$ cat src/shb_pkg.sv
// ----------------------------------------------------------------------------
// shb_pkg: shared types, constants and round functions
// Word type, command codes, controller states, initial hash values, the
// round constant table and the SHA-256 sigma functions.
// ----------------------------------------------------------------------------
package shb_pkg;

   typedef logic [31:0] word_type;

   localparam int CMD_W   = 2;
   localparam int BYTE_W  = 8;
   localparam int WORD_W  = 32;
   localparam int IDX_W   = 3;
   localparam int FILL_W  = 7;
   localparam int COUNT_W = 61;
   localparam int RND_W   = 6;
   localparam int BLK_W   = 512;
   localparam int LEN_W   = 64;

   // command codes
   localparam logic [CMD_W-1:0] CMD_ABSORB   = 2'd0;
   localparam logic [CMD_W-1:0] CMD_FINALIZE = 2'd1;
   localparam logic [CMD_W-1:0] CMD_RESTART  = 2'd2;

   localparam logic [FILL_W-1:0] BLOCK_BYTES = 7'd64;
   localparam logic [FILL_W-1:0] LEN_POS     = 7'd56;
   localparam logic [BYTE_W-1:0] PAD_MARK    = 8'h80;
   localparam logic [RND_W-1:0]  LAST_ROUND  = 6'd63;
   localparam logic [IDX_W-1:0]  LAST_WORD   = 3'd7;

   typedef enum logic [2:0] {
      ST_IDLE,
      ST_ROUND,
      ST_FEED,
      ST_PAD,
      ST_EMIT
   } state_type;

   localparam word_type IV [8] = '{
      32'h6A09E667, 32'hBB67AE85, 32'h3C6EF372, 32'hA54FF53A,
      32'h510E527F, 32'h9B05688C, 32'h1F83D9AB, 32'h5BE0CD19
   };

   function automatic word_type rotr(input word_type x, input int n);
      rotr = (x >> n) | (x << (WORD_W - n));
   endfunction

   function automatic word_type big_sigma0(input word_type x);
      big_sigma0 = rotr(x, 2) ^ rotr(x, 13) ^ rotr(x, 22);
   endfunction

   function automatic word_type big_sigma1(input word_type x);
      big_sigma1 = rotr(x, 6) ^ rotr(x, 11) ^ rotr(x, 25);
   endfunction

   function automatic word_type small_sigma0(input word_type x);
      small_sigma0 = rotr(x, 7) ^ rotr(x, 18) ^ (x >> 3);
   endfunction

   function automatic word_type small_sigma1(input word_type x);
      small_sigma1 = rotr(x, 17) ^ rotr(x, 19) ^ (x >> 10);
   endfunction

   // round constant table
   function automatic word_type round_k(input logic [RND_W-1:0] idx);
      unique case (idx)
         6'd0:  round_k = 32'h428A2F98;  6'd1:  round_k = 32'h71374491;
         6'd2:  round_k = 32'hB5C0FBCF;  6'd3:  round_k = 32'hE9B5DBA5;
         6'd4:  round_k = 32'h3956C25B;  6'd5:  round_k = 32'h59F111F1;
         6'd6:  round_k = 32'h923F82A4;  6'd7:  round_k = 32'hAB1C5ED5;
         6'd8:  round_k = 32'hD807AA98;  6'd9:  round_k = 32'h12835B01;
         6'd10: round_k = 32'h243185BE;  6'd11: round_k = 32'h550C7DC3;
         6'd12: round_k = 32'h72BE5D74;  6'd13: round_k = 32'h80DEB1FE;
         6'd14: round_k = 32'h9BDC06A7;  6'd15: round_k = 32'hC19BF174;
         6'd16: round_k = 32'hE49B69C1;  6'd17: round_k = 32'hEFBE4786;
         6'd18: round_k = 32'h0FC19DC6;  6'd19: round_k = 32'h240CA1CC;
         6'd20: round_k = 32'h2DE92C6F;  6'd21: round_k = 32'h4A7484AA;
         6'd22: round_k = 32'h5CB0A9DC;  6'd23: round_k = 32'h76F988DA;
         6'd24: round_k = 32'h983E5152;  6'd25: round_k = 32'hA831C66D;
         6'd26: round_k = 32'hB00327C8;  6'd27: round_k = 32'hBF597FC7;
         6'd28: round_k = 32'hC6E00BF3;  6'd29: round_k = 32'hD5A79147;
         6'd30: round_k = 32'h06CA6351;  6'd31: round_k = 32'h14292967;
         6'd32: round_k = 32'h27B70A85;  6'd33: round_k = 32'h2E1B2138;
         6'd34: round_k = 32'h4D2C6DFC;  6'd35: round_k = 32'h53380D13;
         6'd36: round_k = 32'h650A7354;  6'd37: round_k = 32'h766A0ABB;
         6'd38: round_k = 32'h81C2C92E;  6'd39: round_k = 32'h92722C85;
         6'd40: round_k = 32'hA2BFE8A1;  6'd41: round_k = 32'hA81A664B;
         6'd42: round_k = 32'hC24B8B70;  6'd43: round_k = 32'hC76C51A3;
         6'd44: round_k = 32'hD192E819;  6'd45: round_k = 32'hD6990624;
         6'd46: round_k = 32'hF40E3585;  6'd47: round_k = 32'h106AA070;
         6'd48: round_k = 32'h19A4C116;  6'd49: round_k = 32'h1E376C08;
         6'd50: round_k = 32'h2748774C;  6'd51: round_k = 32'h34B0BCB5;
         6'd52: round_k = 32'h391C0CB3;  6'd53: round_k = 32'h4ED8AA4A;
         6'd54: round_k = 32'h5B9CCA4F;  6'd55: round_k = 32'h682E6FF3;
         6'd56: round_k = 32'h748F82EE;  6'd57: round_k = 32'h78A5636F;
         6'd58: round_k = 32'h84C87814;  6'd59: round_k = 32'h8CC70208;
         6'd60: round_k = 32'h90BEFFFA;  6'd61: round_k = 32'hA4506CEB;
         6'd62: round_k = 32'hBEF9A3F7;  6'd63: round_k = 32'hC67178F2;
      endcase
   endfunction

endpackage

$ cat src/shb_if.sv
// ----------------------------------------------------------------------------
// shb_req_if / shb_rsp_if: valid/ready channels of the hasher
// Request channel carries a command and a data byte; response channel
// carries one digest word with its index and a last flag.
// ----------------------------------------------------------------------------
interface shb_req_if import shb_pkg::*; ();
   logic              valid;
   logic              ready;
   logic [CMD_W-1:0]  command;
   logic [BYTE_W-1:0] data_byte;

   modport source (output valid, output command, output data_byte, input ready);
   modport sink   (input valid, input command, input data_byte, output ready);
endinterface

interface shb_rsp_if import shb_pkg::*; ();
   logic              valid;
   logic              ready;
   logic [WORD_W-1:0] digest_word;
   logic [IDX_W-1:0]  word_index;
   logic              last;

   modport source (output valid, output digest_word, output word_index, output last,
                   input ready);
   modport sink   (input valid, input digest_word, input word_index, input last,
                   output ready);
endinterface

$ cat src/shb_round.sv
// ----------------------------------------------------------------------------
// shb_round: one SHA-256 round and one message schedule step
// Combinational round function over the working variables, plus the next
// schedule word from the 16-word window taps.
// ----------------------------------------------------------------------------
module shb_round import shb_pkg::*; (
   input  word_type v_cur [8],
   input  word_type w0,
   input  word_type w1,
   input  word_type w9,
   input  word_type w14,
   input  word_type k,
   output word_type v_nxt [8],
   output word_type w_new
);

   word_type t1;
   word_type t2;
   word_type ch;
   word_type maj;

   // round update
   always_comb begin
      ch  = (v_cur[4] & v_cur[5]) ^ (~v_cur[4] & v_cur[6]);
      maj = (v_cur[0] & v_cur[1]) ^ (v_cur[0] & v_cur[2]) ^ (v_cur[1] & v_cur[2]);
      t1  = v_cur[7] + big_sigma1(v_cur[4]) + ch + k + w0;
      t2  = big_sigma0(v_cur[0]) + maj;
      v_nxt[0] = t1 + t2;
      v_nxt[1] = v_cur[0];
      v_nxt[2] = v_cur[1];
      v_nxt[3] = v_cur[2];
      v_nxt[4] = v_cur[3] + t1;
      v_nxt[5] = v_cur[4];
      v_nxt[6] = v_cur[5];
      v_nxt[7] = v_cur[6];
   end

   // schedule word entering the window
   assign w_new = w0 + small_sigma0(w1) + w9 + small_sigma1(w14);

endmodule

$ cat src/sha256_byte_stream_hasher.sv
// ----------------------------------------------------------------------------
// sha256_byte_stream_hasher: SHA-256 over a byte stream
// Absorbs one byte per word, compresses full blocks, pads and emits the
// digest on finalize.
// ----------------------------------------------------------------------------
// The 64th byte of a block starts 64 rounds and a feed-forward step, all
// run through the single round unit while req.ready is low. Finalize shifts
// the padding in one byte a cycle (64 - fill bytes, or 128 - fill when the
// length does not fit), runs one or two compressions, then presents the
// eight digest words, one per accepted rsp word. The block buffer is a
// 512-bit shift register that doubles as the message schedule window.
module sha256_byte_stream_hasher import shb_pkg::*; (
   input logic        clock,
   input logic        reset,
   shb_req_if.sink    req,
   shb_rsp_if.source  rsp
);

   state_type state_ff, state_in;
   word_type  chain_ff [8];
   word_type  chain_in [8];
   word_type  v_ff [8];
   word_type  v_in [8];
   word_type  v_rnd [8];
   word_type  w_new;
   logic [BLK_W-1:0]   blk_ff, blk_in;
   logic [FILL_W-1:0]  fill_ff, fill_in;
   logic [COUNT_W-1:0] count_ff, count_in;
   logic [LEN_W-1:0]   len_ff, len_in;
   logic [RND_W-1:0]   rnd_ff, rnd_in;
   logic [IDX_W-1:0]   widx_ff, widx_in;
   logic               pad_ff, pad_in;
   logic               mark_ff, mark_in;
   logic               last_ff, last_in;
   logic [BYTE_W-1:0]  pad_byte;
   logic               req_fire;

   // shared round unit, window taps at fixed word positions
   shb_round u_round (
      .v_cur (v_ff),
      .w0    (blk_ff[511:480]),
      .w1    (blk_ff[479:448]),
      .w9    (blk_ff[223:192]),
      .w14   (blk_ff[63:32]),
      .k     (round_k(rnd_ff)),
      .v_nxt (v_rnd),
      .w_new (w_new)
   );

   assign req.ready       = (state_ff == ST_IDLE);
   assign req_fire        = req.valid && req.ready;
   assign rsp.valid       = (state_ff == ST_EMIT);
   assign rsp.digest_word = chain_ff[0];
   assign rsp.word_index  = widx_ff;
   assign rsp.last        = (widx_ff == LAST_WORD);

   // padding byte: marker, then zeros, then length on the final block
   always_comb begin
      priority if (!mark_ff) begin
         pad_byte = PAD_MARK;
      end else if (last_ff && (fill_ff >= LEN_POS)) begin
         pad_byte = len_ff[LEN_W-1 -: BYTE_W];
      end else begin
         pad_byte = '0;
      end
   end

   // sequencer
   always_comb begin
      state_in = state_ff;
      chain_in = chain_ff;
      v_in     = v_ff;
      blk_in   = blk_ff;
      fill_in  = fill_ff;
      count_in = count_ff;
      len_in   = len_ff;
      rnd_in   = rnd_ff;
      widx_in  = widx_ff;
      pad_in   = pad_ff;
      mark_in  = mark_ff;
      last_in  = last_ff;
      unique case (state_ff)
         ST_IDLE: begin
            if (req_fire) begin
               unique case (req.command)
                  CMD_ABSORB: begin
                     blk_in   = {blk_ff[BLK_W-BYTE_W-1:0], req.data_byte};
                     fill_in  = fill_ff + 1'b1;
                     count_in = count_ff + 1'b1;
                     if (fill_in == BLOCK_BYTES) begin
                        v_in     = chain_ff;
                        rnd_in   = '0;
                        state_in = ST_ROUND;
                     end
                  end
                  CMD_FINALIZE: begin
                     len_in   = {count_ff, 3'b000};
                     pad_in   = 1'b1;
                     mark_in  = 1'b0;
                     last_in  = (fill_ff < LEN_POS);
                     state_in = ST_PAD;
                  end
                  CMD_RESTART: begin
                     chain_in = IV;
                     fill_in  = '0;
                     count_in = '0;
                  end
                  default: begin
                  end
               endcase
            end
         end
         ST_PAD: begin
            blk_in  = {blk_ff[BLK_W-BYTE_W-1:0], pad_byte};
            fill_in = fill_ff + 1'b1;
            mark_in = 1'b1;
            if (mark_ff && last_ff && (fill_ff >= LEN_POS)) begin
               len_in = {len_ff[LEN_W-BYTE_W-1:0], {BYTE_W{1'b0}}};
            end
            if (fill_in == BLOCK_BYTES) begin
               v_in     = chain_ff;
               rnd_in   = '0;
               state_in = ST_ROUND;
            end
         end
         ST_ROUND: begin
            v_in   = v_rnd;
            blk_in = {blk_ff[BLK_W-WORD_W-1:0], w_new};
            rnd_in = rnd_ff + 1'b1;
            if (rnd_ff == LAST_ROUND) begin
               state_in = ST_FEED;
            end
         end
         ST_FEED: begin
            for (int i = 0; i < 8; i++) begin
               chain_in[i] = chain_ff[i] + v_ff[i];
            end
            fill_in = '0;
            if (!pad_ff) begin
               state_in = ST_IDLE;
            end else if (last_ff) begin
               widx_in  = '0;
               state_in = ST_EMIT;
            end else begin
               last_in  = 1'b1;
               state_in = ST_PAD;
            end
         end
         ST_EMIT: begin
            if (rsp.ready) begin
               for (int i = 0; i < 7; i++) begin
                  chain_in[i] = chain_ff[i+1];
               end
               widx_in = widx_ff + 1'b1;
               if (widx_ff == LAST_WORD) begin
                  chain_in = IV;
                  fill_in  = '0;
                  count_in = '0;
                  pad_in   = 1'b0;
                  state_in = ST_IDLE;
               end
            end
         end
         default: begin
            state_in = ST_IDLE;
         end
      endcase
   end

   // control state
   always_ff @(posedge clock) begin
      if (reset) begin
         state_ff <= ST_IDLE;
         chain_ff <= IV;
         fill_ff  <= '0;
         count_ff <= '0;
         rnd_ff   <= '0;
         widx_ff  <= '0;
         pad_ff   <= 1'b0;
         mark_ff  <= 1'b0;
         last_ff  <= 1'b0;
      end else begin
         state_ff <= state_in;
         chain_ff <= chain_in;
         fill_ff  <= fill_in;
         count_ff <= count_in;
         rnd_ff   <= rnd_in;
         widx_ff  <= widx_in;
         pad_ff   <= pad_in;
         mark_ff  <= mark_in;
         last_ff  <= last_in;
      end
   end

   // payload
   always_ff @(posedge clock) begin
      v_ff   <= v_in;
      blk_ff <= blk_in;
      len_ff <= len_in;
   end

   // checks
   a_no_overlap: assert property (@(posedge clock) disable iff (reset)
      rsp.valid |-> !req.ready)
      else $error("request accepted while digest is out");

   a_round_end: assert property (@(posedge clock) disable iff (reset)
      (state_ff == ST_ROUND) && (rnd_ff == LAST_ROUND) |=> (state_ff == ST_FEED))
      else $error("compression did not end after the last round");

   a_emit_done: assert property (@(posedge clock) disable iff (reset)
      rsp.valid && rsp.ready && rsp.last |=>
         (state_ff == ST_IDLE) && (fill_ff == '0) && (count_ff == '0))
      else $error("state not restarted after the digest");

   a_fill_range: assert property (@(posedge clock) disable iff (reset)
      (state_ff == ST_IDLE) |-> (fill_ff < BLOCK_BYTES))
      else $error("block buffer overfilled");

endmodule

$ cat src/flat_wrapper.sv
// flat-port wrapper written by rule: the top's interface ports become plain ports
module sha256_byte_stream_hasher_flat import shb_pkg::*;
  (clock, reset, req_valid, req_command, req_data_byte, req_ready, rsp_valid, rsp_digest_word, rsp_word_index, rsp_last, rsp_ready);
  shb_req_if req_i ();
  shb_rsp_if rsp_i ();
  input logic clock;
  input logic reset;
  input wire logic [$bits(req_i.valid)-1:0] req_valid;
  input wire logic [$bits(req_i.command)-1:0] req_command;
  input wire logic [$bits(req_i.data_byte)-1:0] req_data_byte;
  output wire logic [$bits(req_i.ready)-1:0] req_ready;
  output wire logic [$bits(rsp_i.valid)-1:0] rsp_valid;
  output wire logic [$bits(rsp_i.digest_word)-1:0] rsp_digest_word;
  output wire logic [$bits(rsp_i.word_index)-1:0] rsp_word_index;
  output wire logic [$bits(rsp_i.last)-1:0] rsp_last;
  input wire logic [$bits(rsp_i.ready)-1:0] rsp_ready;
  assign req_i.valid = req_valid;
  assign req_i.command = req_command;
  assign req_i.data_byte = req_data_byte;
  assign req_ready = req_i.ready;
  assign rsp_valid = rsp_i.valid;
  assign rsp_digest_word = rsp_i.digest_word;
  assign rsp_word_index = rsp_i.word_index;
  assign rsp_last = rsp_i.last;
  assign rsp_i.ready = rsp_ready;
  sha256_byte_stream_hasher u_core (.clock(clock), .reset(reset), .req(req_i), .rsp(rsp_i));
endmodule
$ cat config.mk
export PLATFORM = sky130hd
export DESIGN_NAME = sha256_byte_stream_hasher_flat
export DESIGN_NICKNAME = d
export VERILOG_FILES = /design/src/shb_pkg.sv /design/src/shb_if.sv /design/src/shb_round.sv /design/src/sha256_byte_stream_hasher.sv /design/src/flat_wrapper.sv
export SDC_FILE = /design/constraint.sdc
export NUM_CORES = 2
export LEC_CHECK = 0
export ABC_AREA = 0
export BUFFER_PORTS_ARGS = -buffer_cell sky130_fd_sc_hd__buf_2
export CORE_MARGIN = 2
export CORE_UTILIZATION = 60
export DETAILED_ROUTE_END_ITERATION = 8
export MAX_ROUTING_LAYER = met4
export PLACE_DENSITY_LB_ADDON = 0.1
export SKIP_LAST_GASP = 1
export SYNTH_ARGS = -nofsm -noshare
export SYNTH_HDL_FRONTEND = slang
export SYNTH_HIERARCHICAL = 1
export SYNTH_SLANG_ARGS = --single-unit
export TNS_END_PERCENT = 10
$ cat constraint.sdc
create_clock -name clock -period 65.5 [get_ports clock]
set_input_delay 13.1 -clock clock [delete_from_list [all_inputs] [get_ports clock]]
set_output_delay 13.1 -clock clock [all_outputs]
set_load 0.05 [all_outputs]
==> impl_metrics.json <==
{
  "cts_made_buffers": 139,
  "drc": 0,
  "power_per_cell_area_mw_per_mm2": 39.0,
  "reg2reg_from": "u_core/blk_ff[481]",
  "fin_ws_ns": 47.93,
  "port_buffers": 51,
  "yosysTopAreaCellShare_pct": 31.2,
  "synth_cells": 9142,
  "hold_path_end": "u_core/count_ff[1]",
  "tightest_slew_ns": 1.30,
  "maxCapViolCount": 0,
  "crit_type": "input port to register",
  "gp_congestion": 1.02,
  "synth-seq-cells": 1200,
  "start_util_pct": 60.6,
  "ys_seq_area_share_pct": 40.5,
  "insertion_delay_ns": 0.80,
  "rows": 133,
  "hold_viol": 0,
  "drtIter0Drc": 8086,
  "path_cells": "buf_2 -> nor4b_1 -> o21bai_2 -> inv_8 -> o21ai_4 -> inv_8 -> a21o_1 -> nor2_1 -> inv_1 -> ha_1 -> buf_4 -> nor3_1 -> o21ai_0 -> nand4_1 -> nand2_1 -> a31oi_1 -> a311o_1 -> o21ai_0",
  "hold_path_depth": 2,
  "grt_pass1_vias": 62300,
  "cts_tree": "built",
  "dieArea_sq_mm": 0.136,
  "crit_fanout": 130,
  "hp-class": "register to register",
  "drive_gt1_share_pct": 5.21,
  "synth_area_sq_mm": 0.0798,
  "via_count": 66300,
  "synth_edf_count": 829,
  "final_common_cell": "nand2_1",
  "regArea_sq_mm": 0.0323,
  "ant_nets": 0,
  "grt_max_degree": 254,
  "cts_max_level": 4,
  "fillers": 11200,
  "critPathCaptureType": "register",
  "slew_headroom_pct": 13.6,
  "cp_num_buf_inv": 5,
  "dieWidth_um": 369,
  "dp_slack_ns": 47.07,
  "dpl_cell_area_sq_mm": 0.0798,
  "ir_worst_vdd_uv": 53.3,
  "r2r_end": "u_core/v_ff[255]",
  "viasPerCell": 6.23,
  "syn-num-nets": 9746,
  "first_pass_iters": 8,
  "fmax_mhz": 56.9,
  "async_flop_share_pct": 0,
  "reg2reg_slack_ns": 57.29,
  "io_pins": 52,
  "synth_area_leaders": "edfxtp_1 31%, nand2_1 13%, dfxtp_1 9.3%",
  "ys_warn_count": 6,
  "wl_per_cell_um": 23.3,
  "syn_avg_cell_area_sq_um": 8.73,
  "crit_family": "buffers and inverters",
  "die_h_um": 369,
  "dp.cells": 10400,
  "stdcell_area_sq_mm": 0.0842,
  "hpwl_um": 174000,
  "cts_setup_buffers": 0,
  "synth_top_area_cell": "edfxtp_1",
  "cts.hold.buffers_added": 0,
  "final_cell_mix": "2759 x nand2_1, 829 x edfxtp_1, 480 x a21oi_1, 450 x nor2_1, 436 x xnor2_1",
  "layoutNonFillerInstCount": 10600,
  "ctsLongestPathBuffers": 3,
  "ys.flop_type": "edfxtp_1",
  "cts-root-buf": "clkbuf_16",
  "wirelength_um": 248000,
  "run_status": "completed",
  "post_cts_resize_count": 0,
  "p_leak_nw": 35.4,
  "antenna_found_initial": 3,
  "tns_ns": 0,
  "critPathSlowestCell": "inv_8",
  "core_area_sq_mm": 0.132,
  "grt_usage_pct": 37.0,
  "fin_crit_sh_pct": 26.8,
  "slew_violations": 0,
  "critical_path_required_ns": 66.21,
  "period_needed_ns": 17.57,
  "max_stage_delay_ns": 0.74,
  "grt_overflow": 0,
  "setup_viol": 0,
  "hold_path.startpoint": "u_core/count_ff[1]",
  "clk_pin_slew_worst_paths_ns": 0.06,
  "skew_ns": 0.0283,
  "arrival_ns": 18.28,
  "layout.nets": 9380,
  "start_kind": "input port",
  "rsz0062_at_grt": "false",
  "areaGrowthSynthToFinish_pct": 5.52,
  "cts.sinks": 1200,
  "grt_first_pass_wirelength_um": 376000,
  "rr_worst_depth": 28,
  "multi_input_area_sq_mm": 0.0430,
  "ys_types": 110
}
cells in the mapped netlist (40+ instances only):
library cell	instances
a22oi_1	101
a21oi_1	480
dfxtp_1	371
nand2b_1	58
xnor2_1	436
a211o_1	53
nand3_1	106
and3_1	58
or3_1	40
nand2_1	2760
o22ai_1	119
clkbuf_1	353
o21ai_0	390
nor2_1	457
edfxtp_1	829
xor2_1	185
o21bai_1	60
a21o_1	239
a31oi_1	56
ha_1	395
a211oi_1	70
nor3_1	81
buf_4	225
o21a_1	55
fa_1	195
o211ai_1	50
inv_1	326
worst max-delay path by stage:
stage | start | to | slack, ns | cells after the start
CTS | req_command[0] | register | 47.91 | 18
global placement | req_command[0] | register | 47.11 | 18
finish | req_command[0] | register | 47.93 | 18
global route | req_command[0] | register | 47.50 | 16
detailed placement | req_command[0] | register | 47.07 | 18
floorplan | req_command[0] | register | 36.00 | 17
stage by stage:
stage	hold WS, ns	utilization, %	total power (W)
after detailed placement	0.483	60.5	0.00248
after global routing	0.517	63.9	0.00348
after floorplan	0.457	-	0.00212
final	0.493	63.9	0.00328
after CTS	0.491	63.9	0.00326
after global placement	0.469	60.5	0.00245
report_power, final:
group | internal [W] | leakage, nW | switching (W)
clock | 0.000435 | 2.19 | 0.000331
combinational | 0.000638 | 22.6 | 0.000942
sequential | 0.000883 | 10.7 | 0.0000530
total | 0.00196 | 35.4 | 0.00133
metal layers:
layer	global-route usage, %	share of wire, %
met1	50.4	42
met5	-	0
met4	14.8	4.5
met2	54.5	44
met3	7.11	9.3
worst min-delay path: cells and delay by family (launching register included):
kind / cells / cell delay (ns)
compound gates: 1 / 0.05
simple gates: 1 / 0.06
flops: 1 / 0.33
sequential cells by signal, summed over array words and instances (netlist names), 6 cells and up, named ones only:
| name | flops |
|---|---|
| u_core/rsp.digest_word | 32 |
| u_core/chain_ff | 224 |
| u_core/fill_ff | 7 |
| u_core/count_ff | 61 |
| u_core/len_ff | 61 |
| u_core/v_ff | 256 |
| u_core/rnd_ff | 6 |
| u_core/blk_ff | 512 |
logic make-up (layout without fill, tap and decap cells):
family | Yosys count | in the layout | share of synthesized area [%]
other cells | 0 | 2 | 0
compound gates | 1950 | 1950 | 15.9
mux | 45 | 45 | 0.621
simple gates | 3758 | 3758 | 19.3
buf+inv | 976 | 723 | 5.71
xor+xnor | 621 | 621 | 6.81
flops | 1200 | 1200 | 40.5
fa+ha+maj | 592 | 592 | 11.1
area by class of cell:
| type | instances | share of cell area (%) |
|---|---|---|
| Clock inverter | 72 | 0.774 |
| Clock buffer | 182 | 4.50 |
| Antenna cell | 2 | 0.00594 |
| Multi-Input combinational cell | 6966 | 51.1 |
| Inverter | 330 | 1.49 |
| Sequential cell | 1200 | 38.4 |
| Timing Repair Buffer | 139 | 1.13 |
| Tap cell | 1755 | 2.61 |
Power figures use the tool's default switching activity.
